## src/rtl/core/kemcsr_pkg.sv

```systemverilog
// ----------------------------------------------------------------------------
// kemcsr_pkg
// shared types and codes for the k-way edge merge to csr builder
// ----------------------------------------------------------------------------
package kemcsr_pkg;

  // width of the active_runs configuration register
  localparam int unsigned CfgW = 4;
  // reset value of active_runs
  localparam logic [CfgW-1:0] ACTIVE_RUNS_RST = 4'd8;

  // values for the 31-bit vertex fields and the 32-bit "none" markers
  localparam logic [31:0] NONE32  = 32'hFFFF_FFFF;
  localparam logic [30:0] DEG_MAX = 31'h7FFF_FFFF;

  // request command codes
  localparam logic CMD_LOAD    = 1'b0;
  localparam logic CMD_EXHAUST = 1'b1;

  // result kinds, also used as the op code between front and back
  typedef enum logic [1:0] {
    KIND_MERGE   = 2'd0,
    KIND_SUMMARY = 2'd1,
    KIND_ERROR   = 2'd2
  } kind_e;

  typedef struct packed {
    logic        cmd;
    logic [2:0]  run;
    logic [30:0] src;
    logic [30:0] dst;
  } in_item_t;

  typedef struct packed {
    kind_e       kind;
    logic        neighbor_valid;
    logic [30:0] neighbor;
    logic        vertex_start;
    logic [31:0] vertex_offset;
    logic        prev_degree_valid;
    logic [30:0] prev_degree;
    logic [31:0] vertex_count;
    logic [31:0] edge_count;
    logic [30:0] peak_degree;
  } out_item_t;

  // one run head
  typedef struct packed {
    logic [30:0] src;
    logic [30:0] dst;
  } edge_t;

endpackage

```

## src/rtl/core/kemcsr_fifo.sv

```systemverilog
// ----------------------------------------------------------------------------
// kemcsr_fifo
// small flop-based first-in first-out queue
// ----------------------------------------------------------------------------
module kemcsr_fifo #(
  parameter int unsigned Width = 2,
  parameter int unsigned Depth = 2,
  localparam int unsigned PtrW = (Depth > 1) ? $clog2(Depth) : 1,
  localparam int unsigned CntW = $clog2(Depth + 1)
) (
  input  logic             clk_i,
  input  logic             rst_ni,
  input  logic             push_i,
  input  logic [Width-1:0] wdata_i,
  output logic             full_o,
  input  logic             pop_i,
  output logic [Width-1:0] rdata_o,
  output logic             empty_o
);

  logic [Width-1:0] mem_q [Depth];
  logic [PtrW-1:0]  wr_ptr_q, wr_ptr_d;
  logic [PtrW-1:0]  rd_ptr_q, rd_ptr_d;
  logic [CntW-1:0]  cnt_q, cnt_d;
  logic             do_push, do_pop;

  assign full_o  = (cnt_q == CntW'(Depth));
  assign empty_o = (cnt_q == '0);
  assign rdata_o = mem_q[rd_ptr_q];
  assign do_push = push_i && !full_o;
  assign do_pop  = pop_i && !empty_o;

  always_comb begin
    wr_ptr_d = wr_ptr_q;
    rd_ptr_d = rd_ptr_q;
    cnt_d    = cnt_q;
    if (do_push) begin
      wr_ptr_d = (wr_ptr_q == PtrW'(Depth - 1)) ? '0 : wr_ptr_q + PtrW'(1);
    end
    if (do_pop) begin
      rd_ptr_d = (rd_ptr_q == PtrW'(Depth - 1)) ? '0 : rd_ptr_q + PtrW'(1);
    end
    if (do_push && !do_pop) begin
      cnt_d = cnt_q + CntW'(1);
    end else if (do_pop && !do_push) begin
      cnt_d = cnt_q - CntW'(1);
    end
  end

  always_ff @(posedge clk_i or negedge rst_ni) begin
    if (!rst_ni) begin
      wr_ptr_q <= '0;
      rd_ptr_q <= '0;
      cnt_q    <= '0;
    end else begin
      wr_ptr_q <= wr_ptr_d;
      rd_ptr_q <= rd_ptr_d;
      cnt_q    <= cnt_d;
    end
  end

  always_ff @(posedge clk_i) begin
    if (do_push) begin
      mem_q[wr_ptr_q] <= wdata_i;
    end
  end

endmodule

```

## src/rtl/core/kemcsr_front.sv

```systemverilog
// ----------------------------------------------------------------------------
// kemcsr_front
// accepts requests, tracks run slot flags and classifies each request
// ----------------------------------------------------------------------------
module kemcsr_front #(
  parameter int unsigned MAX_RUNS = 8,
  localparam int unsigned IdxW = $clog2(MAX_RUNS),
  localparam int unsigned CntW = $clog2(MAX_RUNS + 1)
) (
  input  logic                       clk_i,
  input  logic                       rst_ni,
  // request side
  input  logic                       push,
  output logic                       full,
  input  kemcsr_pkg::in_item_t       item_i,
  // configuration
  input  logic                       cfg_we_i,
  input  logic [kemcsr_pkg::CfgW-1:0] cfg_wdata_i,
  // op queue
  output logic                       cmd_push_o,
  output kemcsr_pkg::kind_e          cmd_kind_o,
  input  logic                       cmd_full_i,
  // head memory write
  output logic                       hw_en_o,
  output logic [IdxW-1:0]            hw_idx_o,
  output kemcsr_pkg::edge_t          hw_data_o,
  // state seen by the back end
  output logic [MAX_RUNS-1:0]        full_vec_o,
  output logic [CntW-1:0]            run_count_o,
  input  logic                       clr_valid_i,
  input  logic [IdxW-1:0]            clr_idx_i
);

  logic [kemcsr_pkg::CfgW-1:0] active_runs_q;
  logic [MAX_RUNS-1:0]         full_q, full_d;
  logic [MAX_RUNS-1:0]         exh_q, exh_d;
  logic                        busy_q, busy_d;
  logic [MAX_RUNS-1:0]         act_mask;
  logic [MAX_RUNS-1:0]         f_nxt, e_nxt;
  logic [CntW-1:0]             run_count;
  logic [IdxW-1:0]             run_idx;
  logic                        accept, err, all_ready, any_full;

  // clamp active_runs into 1..MAX_RUNS
  always_comb begin
    if (active_runs_q == '0) begin
      run_count = CntW'(1);
    end else if (int'(active_runs_q) > int'(MAX_RUNS)) begin
      run_count = CntW'(MAX_RUNS);
    end else begin
      run_count = CntW'(active_runs_q);
    end
    for (int i = 0; i < int'(MAX_RUNS); i++) begin
      act_mask[i] = (i < int'(run_count));
    end
  end

  assign run_count_o = run_count;
  assign full_vec_o  = full_q;
  assign run_idx     = IdxW'(item_i.run);
  assign full        = busy_q || cmd_full_i;
  assign accept      = push && !full;
  assign err = (int'(item_i.run) >= int'(run_count)) || full_q[run_idx] || exh_q[run_idx];

  always_comb begin
    f_nxt = full_q;
    e_nxt = exh_q;
    if (item_i.cmd == kemcsr_pkg::CMD_LOAD) begin
      f_nxt[run_idx] = 1'b1;
    end else begin
      e_nxt[run_idx] = 1'b1;
    end
    all_ready = &(f_nxt | e_nxt | ~act_mask);
    any_full  = |(f_nxt & act_mask);
  end

  always_comb begin
    cmd_push_o = accept && (err || all_ready);
    if (err) begin
      cmd_kind_o = kemcsr_pkg::KIND_ERROR;
    end else if (any_full) begin
      cmd_kind_o = kemcsr_pkg::KIND_MERGE;
    end else begin
      cmd_kind_o = kemcsr_pkg::KIND_SUMMARY;
    end
  end

  assign hw_en_o       = accept && !err && (item_i.cmd == kemcsr_pkg::CMD_LOAD);
  assign hw_idx_o      = run_idx;
  assign hw_data_o.src = item_i.src;
  assign hw_data_o.dst = item_i.dst;

  always_comb begin
    full_d = full_q;
    exh_d  = exh_q;
    busy_d = busy_q;
    // a merge holds off new requests until its slot is freed
    if (clr_valid_i) begin
      full_d[clr_idx_i] = 1'b0;
      busy_d            = 1'b0;
    end
    if (accept && !err) begin
      full_d = f_nxt;
      exh_d  = e_nxt;
      if (all_ready && any_full) begin
        busy_d = 1'b1;
      end
    end
  end

  always_ff @(posedge clk_i or negedge rst_ni) begin
    if (!rst_ni) begin
      active_runs_q <= kemcsr_pkg::ACTIVE_RUNS_RST;
      full_q        <= '0;
      exh_q         <= '0;
      busy_q        <= 1'b0;
    end else begin
      if (cfg_we_i) begin
        active_runs_q <= cfg_wdata_i;
      end
      full_q <= full_d;
      exh_q  <= exh_d;
      busy_q <= busy_d;
    end
  end

endmodule

```

## src/rtl/core/kemcsr_back.sv

```systemverilog
// ----------------------------------------------------------------------------
// kemcsr_back
// scans run heads, takes the smallest, keeps the csr counters and emits summaries and errors
// ----------------------------------------------------------------------------
module kemcsr_back #(
  parameter int unsigned MAX_RUNS = 8,
  localparam int unsigned IdxW = $clog2(MAX_RUNS),
  localparam int unsigned CntW = $clog2(MAX_RUNS + 1)
) (
  input  logic                  clk_i,
  input  logic                  rst_ni,
  // op queue
  input  logic                  cmd_empty_i,
  input  kemcsr_pkg::kind_e     cmd_kind_i,
  output logic                  cmd_pop_o,
  // head memory write
  input  logic                  hw_en_i,
  input  logic [IdxW-1:0]       hw_idx_i,
  input  kemcsr_pkg::edge_t     hw_data_i,
  // front state
  input  logic [MAX_RUNS-1:0]   full_vec_i,
  input  logic [CntW-1:0]       run_count_i,
  output logic                  clr_valid_o,
  output logic [IdxW-1:0]       clr_idx_o,
  // result
  output logic                  res_valid_o,
  output kemcsr_pkg::out_item_t res_o,
  input  logic                  res_ready_i
);

  localparam logic [1:0] ST_IDLE = 2'd0;
  localparam logic [1:0] ST_SCAN = 2'd1;
  localparam logic [1:0] ST_TAKE = 2'd2;
  localparam logic [1:0] ST_EMIT = 2'd3;

  kemcsr_pkg::edge_t     head_mem [MAX_RUNS];
  kemcsr_pkg::edge_t     rd_data_q;
  kemcsr_pkg::edge_t     best_q, best_d;
  kemcsr_pkg::out_item_t res_q, res_d;

  logic [1:0]      state_q, state_d;
  logic [CntW-1:0] scan_q, scan_d;
  logic [IdxW-1:0] rd_idx_q, rd_idx_d;
  logic            rd_vld_q, rd_vld_d;
  logic [IdxW-1:0] best_idx_q, best_idx_d;
  logic            best_vld_q, best_vld_d;
  logic [31:0]     last_src_q, last_src_d;
  logic [31:0]     last_dst_q, last_dst_d;
  logic [31:0]     open_q, open_d;
  logic [31:0]     nw_q, nw_d;
  logic [31:0]     degsum_q, degsum_d;
  logic [30:0]     largest_q, largest_d;
  logic            open_none, less, scan_more;
  logic [31:0]     sum_fold;
  logic [30:0]     mx_fold;

  // head slots, one read per cycle during the scan
  always_ff @(posedge clk_i) begin
    if (hw_en_i) begin
      head_mem[hw_idx_i] <= hw_data_i;
    end
    rd_data_q <= head_mem[scan_q[IdxW-1:0]];
  end

  assign open_none = (open_q == kemcsr_pkg::NONE32);
  assign sum_fold  = degsum_q + (open_none ? 32'd0 : open_q);
  assign mx_fold   = (!open_none && (open_q > {1'b0, largest_q})) ? open_q[30:0] : largest_q;
  assign scan_more = (scan_q < run_count_i);
  assign less = (rd_data_q.src < best_q.src) ||
                ((rd_data_q.src == best_q.src) && (rd_data_q.dst < best_q.dst));

  assign cmd_pop_o   = (state_q == ST_IDLE) && !cmd_empty_i;
  assign clr_valid_o = (state_q == ST_TAKE);
  assign clr_idx_o   = best_idx_q;
  assign res_valid_o = (state_q == ST_EMIT);
  assign res_o       = res_q;

  always_comb begin
    state_d    = state_q;
    scan_d     = scan_q;
    rd_idx_d   = rd_idx_q;
    rd_vld_d   = rd_vld_q;
    best_d     = best_q;
    best_idx_d = best_idx_q;
    best_vld_d = best_vld_q;
    res_d      = res_q;
    last_src_d = last_src_q;
    last_dst_d = last_dst_q;
    open_d     = open_q;
    nw_d       = nw_q;
    degsum_d   = degsum_q;
    largest_d  = largest_q;

    unique case (state_q)
      ST_IDLE: begin
        if (!cmd_empty_i) begin
          res_d = '0;
          unique case (cmd_kind_i)
            kemcsr_pkg::KIND_ERROR: begin
              res_d.kind = kemcsr_pkg::KIND_ERROR;
              state_d    = ST_EMIT;
            end
            kemcsr_pkg::KIND_SUMMARY: begin
              res_d.kind         = kemcsr_pkg::KIND_SUMMARY;
              res_d.vertex_count = last_src_q + 32'd1;
              res_d.edge_count   = {1'b0, sum_fold[31:1]};
              res_d.peak_degree  = mx_fold;
              state_d            = ST_EMIT;
            end
            kemcsr_pkg::KIND_MERGE: begin
              scan_d     = '0;
              rd_vld_d   = 1'b0;
              best_vld_d = 1'b0;
              state_d    = ST_SCAN;
            end
            default: begin
              state_d = ST_IDLE;
            end
          endcase
        end
      end
      ST_SCAN: begin
        // issue one read and compare the previous one each cycle
        rd_vld_d = scan_more;
        rd_idx_d = scan_q[IdxW-1:0];
        if (scan_more) begin
          scan_d = scan_q + CntW'(1);
        end
        if (rd_vld_q && full_vec_i[rd_idx_q] && (!best_vld_q || less)) begin
          best_d     = rd_data_q;
          best_idx_d = rd_idx_q;
          best_vld_d = 1'b1;
        end
        if (!scan_more && !rd_vld_q) begin
          state_d = ST_TAKE;
        end
      end
      ST_TAKE: begin
        res_d          = '0;
        res_d.kind     = kemcsr_pkg::KIND_MERGE;
        res_d.neighbor = best_q.dst;
        if ({1'b0, best_q.src} != last_src_q) begin
          // new source vertex: close the open one
          res_d.neighbor_valid = 1'b1;
          res_d.vertex_start   = 1'b1;
          res_d.vertex_offset  = nw_q;
          if (!open_none) begin
            res_d.prev_degree_valid = 1'b1;
            res_d.prev_degree       = open_q[30:0];
            degsum_d                = degsum_q + open_q;
            if (open_q > {1'b0, largest_q}) begin
              largest_d = open_q[30:0];
            end
          end
          open_d = 32'd1;
          nw_d   = nw_q + 32'd1;
        end else if ({1'b0, best_q.dst} != last_dst_q) begin
          res_d.neighbor_valid = 1'b1;
          if (open_none) begin
            open_d = 32'd1;
          end else if (open_q < {1'b0, kemcsr_pkg::DEG_MAX}) begin
            open_d = open_q + 32'd1;
          end
          nw_d = nw_q + 32'd1;
        end
        last_src_d = {1'b0, best_q.src};
        last_dst_d = {1'b0, best_q.dst};
        state_d    = ST_EMIT;
      end
      ST_EMIT: begin
        if (res_ready_i) begin
          state_d = ST_IDLE;
        end
      end
      default: begin
        state_d = ST_IDLE;
      end
    endcase
  end

  always_ff @(posedge clk_i or negedge rst_ni) begin
    if (!rst_ni) begin
      state_q    <= ST_IDLE;
      scan_q     <= '0;
      rd_vld_q   <= 1'b0;
      best_vld_q <= 1'b0;
      last_src_q <= kemcsr_pkg::NONE32;
      last_dst_q <= kemcsr_pkg::NONE32;
      open_q     <= kemcsr_pkg::NONE32;
      nw_q       <= '0;
      degsum_q   <= '0;
      largest_q  <= '0;
    end else begin
      state_q    <= state_d;
      scan_q     <= scan_d;
      rd_vld_q   <= rd_vld_d;
      best_vld_q <= best_vld_d;
      last_src_q <= last_src_d;
      last_dst_q <= last_dst_d;
      open_q     <= open_d;
      nw_q       <= nw_d;
      degsum_q   <= degsum_d;
      largest_q  <= largest_d;
    end
  end

  always_ff @(posedge clk_i) begin
    rd_idx_q   <= rd_idx_d;
    best_q     <= best_d;
    best_idx_q <= best_idx_d;
    res_q      <= res_d;
  end

endmodule

```

## src/rtl/core/kway_edge_merge_csr_builder_unit.sv

```systemverilog
// ----------------------------------------------------------------------------
// kway_edge_merge_csr_builder_unit
// k-way merge of sorted edge runs into csr adjacency records
// ----------------------------------------------------------------------------
// usage:
//   requests enter through push/full/item_i: each request loads the next
//   edge of one run into its head slot or marks the run exhausted.
//   results leave through empty/pop/result_o, oldest first; one merge step,
//   summary or error per request that completes a decision, none otherwise.
//   active_runs is written through cfg_we_i/cfg_wdata_i while idle.
// flow:
//   error and summary results pass through the op queue, the back end's
//   result register and the result queue. a merge step scans the n active
//   head slots one per cycle from the head memory read port. full stays
//   high from the accepting request until the taken slot is freed, so no
//   further request is taken while a merge step is in progress.
// reset:
//   all slots empty and not exhausted, no vertex open, counters cleared,
//   active_runs = 8; head slot contents are not cleared.
// stall:
//   when pop stays low the result queue fills, the back end waits and the
//   op queue then raises full toward the request side.
// ----------------------------------------------------------------------------
module kway_edge_merge_csr_builder_unit #(
  parameter int unsigned MAX_RUNS = 8
) (
  input  logic                        clk_i,
  input  logic                        rst_ni,
  // request channel
  input  logic                        push,
  output logic                        full,
  input  kemcsr_pkg::in_item_t        item_i,
  // result channel
  output logic                        empty,
  input  logic                        pop,
  output kemcsr_pkg::out_item_t       result_o,
  // configuration
  input  logic                        cfg_we_i,
  input  logic [kemcsr_pkg::CfgW-1:0] cfg_wdata_i
);

  localparam int unsigned IdxW = $clog2(MAX_RUNS);
  localparam int unsigned CntW = $clog2(MAX_RUNS + 1);
  localparam int unsigned OpW  = $bits(kemcsr_pkg::kind_e);
  localparam int unsigned ResW = $bits(kemcsr_pkg::out_item_t);

  // front to op queue
  logic                  cmd_push, cmd_full, cmd_empty, cmd_pop;
  kemcsr_pkg::kind_e     cmd_kind_in;
  logic [OpW-1:0]        cmd_rdata;

  // front to back: head writes and slot state
  logic                  hw_en;
  logic [IdxW-1:0]       hw_idx;
  kemcsr_pkg::edge_t     hw_data;
  logic [MAX_RUNS-1:0]   full_vec;
  logic [CntW-1:0]       run_count;
  logic                  clr_valid;
  logic [IdxW-1:0]       clr_idx;

  // back to result queue
  logic                  res_valid, res_full;
  kemcsr_pkg::out_item_t res;
  logic [ResW-1:0]       res_rdata;

  kemcsr_front #(
    .MAX_RUNS(MAX_RUNS)
  ) u_front (
    .clk_i       (clk_i),
    .rst_ni      (rst_ni),
    .push        (push),
    .full        (full),
    .item_i      (item_i),
    .cfg_we_i    (cfg_we_i),
    .cfg_wdata_i (cfg_wdata_i),
    .cmd_push_o  (cmd_push),
    .cmd_kind_o  (cmd_kind_in),
    .cmd_full_i  (cmd_full),
    .hw_en_o     (hw_en),
    .hw_idx_o    (hw_idx),
    .hw_data_o   (hw_data),
    .full_vec_o  (full_vec),
    .run_count_o (run_count),
    .clr_valid_i (clr_valid),
    .clr_idx_i   (clr_idx)
  );

  // short op queue between classification and execution
  kemcsr_fifo #(
    .Width(OpW),
    .Depth(2)
  ) u_op_queue (
    .clk_i   (clk_i),
    .rst_ni  (rst_ni),
    .push_i  (cmd_push),
    .wdata_i (cmd_kind_in),
    .full_o  (cmd_full),
    .pop_i   (cmd_pop),
    .rdata_o (cmd_rdata),
    .empty_o (cmd_empty)
  );

  kemcsr_back #(
    .MAX_RUNS(MAX_RUNS)
  ) u_back (
    .clk_i       (clk_i),
    .rst_ni      (rst_ni),
    .cmd_empty_i (cmd_empty),
    .cmd_kind_i  (kemcsr_pkg::kind_e'(cmd_rdata)),
    .cmd_pop_o   (cmd_pop),
    .hw_en_i     (hw_en),
    .hw_idx_i    (hw_idx),
    .hw_data_i   (hw_data),
    .full_vec_i  (full_vec),
    .run_count_i (run_count),
    .clr_valid_o (clr_valid),
    .clr_idx_o   (clr_idx),
    .res_valid_o (res_valid),
    .res_o       (res),
    .res_ready_i (!res_full)
  );

  // result queue decouples the back end from a stalled receiver
  kemcsr_fifo #(
    .Width(ResW),
    .Depth(2)
  ) u_res_queue (
    .clk_i   (clk_i),
    .rst_ni  (rst_ni),
    .push_i  (res_valid),
    .wdata_i (res),
    .full_o  (res_full),
    .pop_i   (pop),
    .rdata_o (res_rdata),
    .empty_o (empty)
  );

  assign result_o = kemcsr_pkg::out_item_t'(res_rdata);

endmodule

```

## config.mk

```make
export PLATFORM = sky130hd
export DESIGN_NAME = kway_edge_merge_csr_builder_unit
export DESIGN_NICKNAME = d
export VERILOG_FILES = /design/src/rtl/core/kemcsr_pkg.sv /design/src/rtl/core/kemcsr_fifo.sv /design/src/rtl/core/kemcsr_front.sv /design/src/rtl/core/kemcsr_back.sv /design/src/rtl/core/kway_edge_merge_csr_builder_unit.sv
export SDC_FILE = /design/constraint.sdc
export NUM_CORES = 2
export LEC_CHECK = 0
export ABC_CLOCK_PERIOD_IN_PS = 8500
export BUFFER_PORTS_ARGS = -buffer_cell sky130_fd_sc_hd__buf_2
export CELL_PAD_IN_SITES_DETAIL_PLACEMENT = 1
export CELL_PAD_IN_SITES_GLOBAL_PLACEMENT = 1
export CORE_ASPECT_RATIO = 1.1
export CORE_UTILIZATION = 30
export CTS_CLUSTER_DIAMETER = 80
export DETAILED_ROUTE_END_ITERATION = 6
export GPL_TIMING_DRIVEN = 0
export PLACE_DENSITY_LB_ADDON = 0.1
export SYNTH_ARGS = -nofsm -noshare
export SYNTH_HDL_FRONTEND = slang
export SYNTH_HIERARCHICAL = 1
export SYNTH_SLANG_ARGS = --single-unit
```

## constraint.sdc

```tcl
create_clock -name clk_i -period 8.5 [get_ports clk_i]
set_input_delay 0.85 -clock clk_i [delete_from_list [all_inputs] [get_ports clk_i]]
set_output_delay 0.85 -clock clk_i [all_outputs]
set_load 0.02 [all_outputs]
```

==> impl_results.md <==
* Outcome: finished clean
* GRT overflow at 0
* CTS clk-pin slew, worst paths at about 0.060 ns
* Clock sinks at 1438
* Register bit count reported by yosys at 1438
* Placed cell count at around 6800
* Die X at ~430 um
* Initial DRC Count at about 1700
* Count of pins over their slew limit at 0
* Worst path top cell family by delay: simple AND/OR/NAND/NOR gates
* Clock share of power at 29.9%
* Post-route DRC at 0
* Max rail drop VDD at 0.186 mV
* Final core utilization at about 36%
* Antenna-violating nets left at 0
* Via/cell ratio at 4.62
* FP Rows at between 150 and 200
* Placed cell areas at 0.0670 mm2
* Switching power at roughly 7.7 mW
* Cell mode on critical path: nand4_1
* Final period util at between 70 and 80%
* Synth area leader: edfxtp_1
* Share of cells above drive strength 1 at 27.3%
* Post-Synthesis Cells at ~3900
* Area growth syn-to-layout at 18.2%
* Core outline area at roughly 0.20 mm2
* Syn avg cell area at between 15 and 20 um2
* Netlist Area Pre-Place at roughly 0.06 mm2
* Via count at roughly 33000
* Max Cap Viol at 0
* Final hold violation count at 0
* Startpoint Class: register
* Slew Limit Headroom at a little over a quarter
* Fmax at roughly 160 MHz
* Crit-path max cell delay at between 0.6 and 0.7 ns
* Synth unique cells at 94
* Main area contributors after synthesis: edfxtp_1, dfrtp_1, mux4_2
* Most numerous cell in the Yosys netlist: edfxtp_1
* CTS Hold Bufs at 0
* Crit path max fanout at 10
* Post-synth EDFFs at around 1100
* Data arrival, critical path at between 6 and 7 ns
* Int Power at between 15 and 20 mW
* Cts repair resizes at 0
* Setup slack, reg-to-reg at 2.33 ns
* Setup CP Type: register to register
* Initial Util at a little under a third
* Mapped Nets at 4121
* Io pins at approximately 270
* Worst path cell trace: buf_2 -> nand4_1 -> nor4_2 -> nand2_2 -> nor2_1 -> clkbuf_1 -> nor2b_1 -> ha_1 -> nand4_1 -> or3_1 -> a31oi_1 -> o211ai_2 -> a31oi_2 -> nand3_1 -> nor2_2 -> nand4_1 -> a21o_1 -> a21oi_1
* Final setup skew at ~0.057 ns
* Die Footprint at 0.207 mm2
* Asr flop ratio synth at about 16%
* Unrepaired setup endpoints after global routing: no
* Worst Hold Class: input port to asynchronous set/reset pin
* Sw Ratio at between 30% and 40%
* Clock buffer count from CTS at 167
* CTS tree: yes
* Post-synthesis sequential area ratio at 67.6%
* LEAKAGE at approximately 27 nW
* Share of the synthesized area in the top cell type at 56.2%
* Worst path bufs/invs at 2
* P per Cell Area at roughly 330 mW/mm2
* Tot GR Track Use at 15.8%
* Tmin final at ~6.2 ns
* Critical-path top delay cell: a31oi_1
* Gate power share at roughly 27%
* CP endpoint kind: register
* Die Y at 477 um
* Seq pwr share at 43.2%
* Largest net degree at the start of global routing at 90
* Final Wtd Congestion at about 0.8
* Design Area, Final at between 0.07 and 0.08 mm2
* Initial antenna violation count at 22
* First-pass GRT wire length at about 240000 um
* WL final at around 160000 um
* WP data required at just over 9 ns
* Root buf cell: clkbuf_16
* I/O Buffers at 207
* Mean routed wirelength per cell at roughly 23 um
* Clock buffer depth at 3
* Clock Latency Late Sink at 0.82 ns
* Post-synth top cells: edfxtp_1, nor2_1, ha_1, nand2_1, mux2_4
* Vias in the first global route at 35900
* Worst hold slack at about 0.055 ns
* # fillers at 20700
* Tot Pwr at about 24 mW
* Final std cells w/o fill at slightly above 7000
* Final setup vio count at 0
* Slew @ Worst Pin at between 1 and 1.5 ns
* Dpl hpwl at between 100000 and 150000 um
* Final nets at 4551
* Synth warn at 6
* Initial DRT Pass Iterations at 4
* Top_reg_cell synth: edfxtp_1
* Setup Fix Bufs, Post-CTS at 0
* H-tree levels at 4
[per-stage QoR]
stage,setup slack (ns),setup TNS (ns)
floorplan,0.817,0
global placement,-5.69,-2350.95
detailed placement,2.13,0
CTS,2.08,0
global route,2.01,0
finish,2.33,0
[metal layers]
metal	global-route usage, %	share of wire (%)	up-vias
met5	0	0.11	-
met4	6.10	3.5	28
met3	2.96	3.6	265
met2	27.9	52	454
met1	18.8	41	16900
li1	-	-	15400
[power groups by stage]
| stage | clock [mW] | sequential (mW) | combinational [mW] |
|---|---|---|---|
| after global routing | 7.78 | 10.7 | 7.14 |
| after CTS | 7.55 | 10.5 | 6.83 |
| after detailed placement | 0 | 10.7 | 6.81 |
| final | 7.26 | 10.5 | 6.56 |
| after floorplan | 0 | 10.5 | 4.31 |
| after global placement | 0 | 10.6 | 6.44 |
[layout by cell type (no fill, tap or decap), drive strengths merged, types with 7 or more instances in the layout]
master and instances:
clkinv 50, or3 14, xor2 128, or2 7
ha 174, and4 9, a211oi 12, dfstp 96
nand2b 20, mux2i 7, a21o 103, a31oi 21
edfxtp 1149, and3 26, bufinv 16, inv 154
nor3 35, nor2 198, nand4 51, o31ai 38
dfxtp 62, and2 75, nor4 26, nand2 165
a21oi 95, o21ai 115, clkbuf 295, nand3 88
buf 415, o21bai 15, nor2b 54, clkinvlp 8
o21a 9, mux4 126, dfrtp 131, mux2 297
xnor2 78
[final cells by class]
type,count,area [um2],share of cell area [%]
well taps,2712,3390,4.67
clock inverters,81,1070,1.47
multi-input cells,2065,18100,24.9
plain buffers,220,1350,1.86
diodes,2,5.00,0.00690
clock buffers,229,4520,6.23
repair buffers,261,2080,2.86
inverters,147,552,0.760
flip-flops and latches,1438,41500,57.2
[flip-flops by register name, indices dropped and copies added, names as in the netlist, 4 cells and up]
signal / flops
u_back/last_src_q: 32
u_front/full_vec_o: 8
u_back/degsum_q: 32
u_front/active_runs_q: 4
u_op_queue/mem_q: 4
u_front/exh_q: 8
u_back/res_o: 193
u_res_queue/mem_q: 388
u_back/best_q: 62
u_back/open_q: 32
u_back/scan_q: 4
u_back/head_mem: 496
u_back/nw_q: 32
u_back/last_dst_q: 31
u_back/largest_q: 31
u_back/rd_data_q: 62
[kinds of logic (layout without fill, tap and decap cells)]
| logic type | Yosys count | after routing | synth area share (%) |
|---|---|---|---|
| flip-flops | 1438 | 1438 | 67.6 |
| adder cells (fa/ha/maj) | 176 | 176 | 3.61 |
| XOR/XNOR | 206 | 206 | 2.94 |
| multiplexers | 430 | 430 | 11.1 |
| AO/OA/AOI/OAI | 466 | 466 | 5.14 |
| AND/OR/NAND/NOR | 786 | 786 | 6.48 |
| other | 1 | 3 | 0.00610 |
| buffers and inverters | 367 | 938 | 3.09 |
[worst paths after layout]
check | startpoint | to | cells after the start
worst min register to register | u_back/res_o[128]$_SDFFCE_PN0P_ | u_res_queue/mem_q[0][128]$_DFFE_PP_ | 0
worst min-delay path | rst_ni | u_front/exh_q[3]$_DFFE_PN0P_ | 1
min in group clk_i | cfg_wdata_i[3] | u_front/active_runs_q[3]$_DFFE_PN1P_ | 3
worst max-delay path | u_back/open_q[8]$_DFFE_PN1P_ | u_back/res_o[61]$_SDFFCE_PP0P_ | 18
worst max register to register | u_back/open_q[8]$_DFFE_PN1P_ | u_back/res_o[61]$_SDFFCE_PP0P_ | 18
max in group asynchronous | rst_ni | u_back/nw_q[25]$_DFFE_PN0P_ | 2
Note: power is estimated with default switching activity, not from simulation.
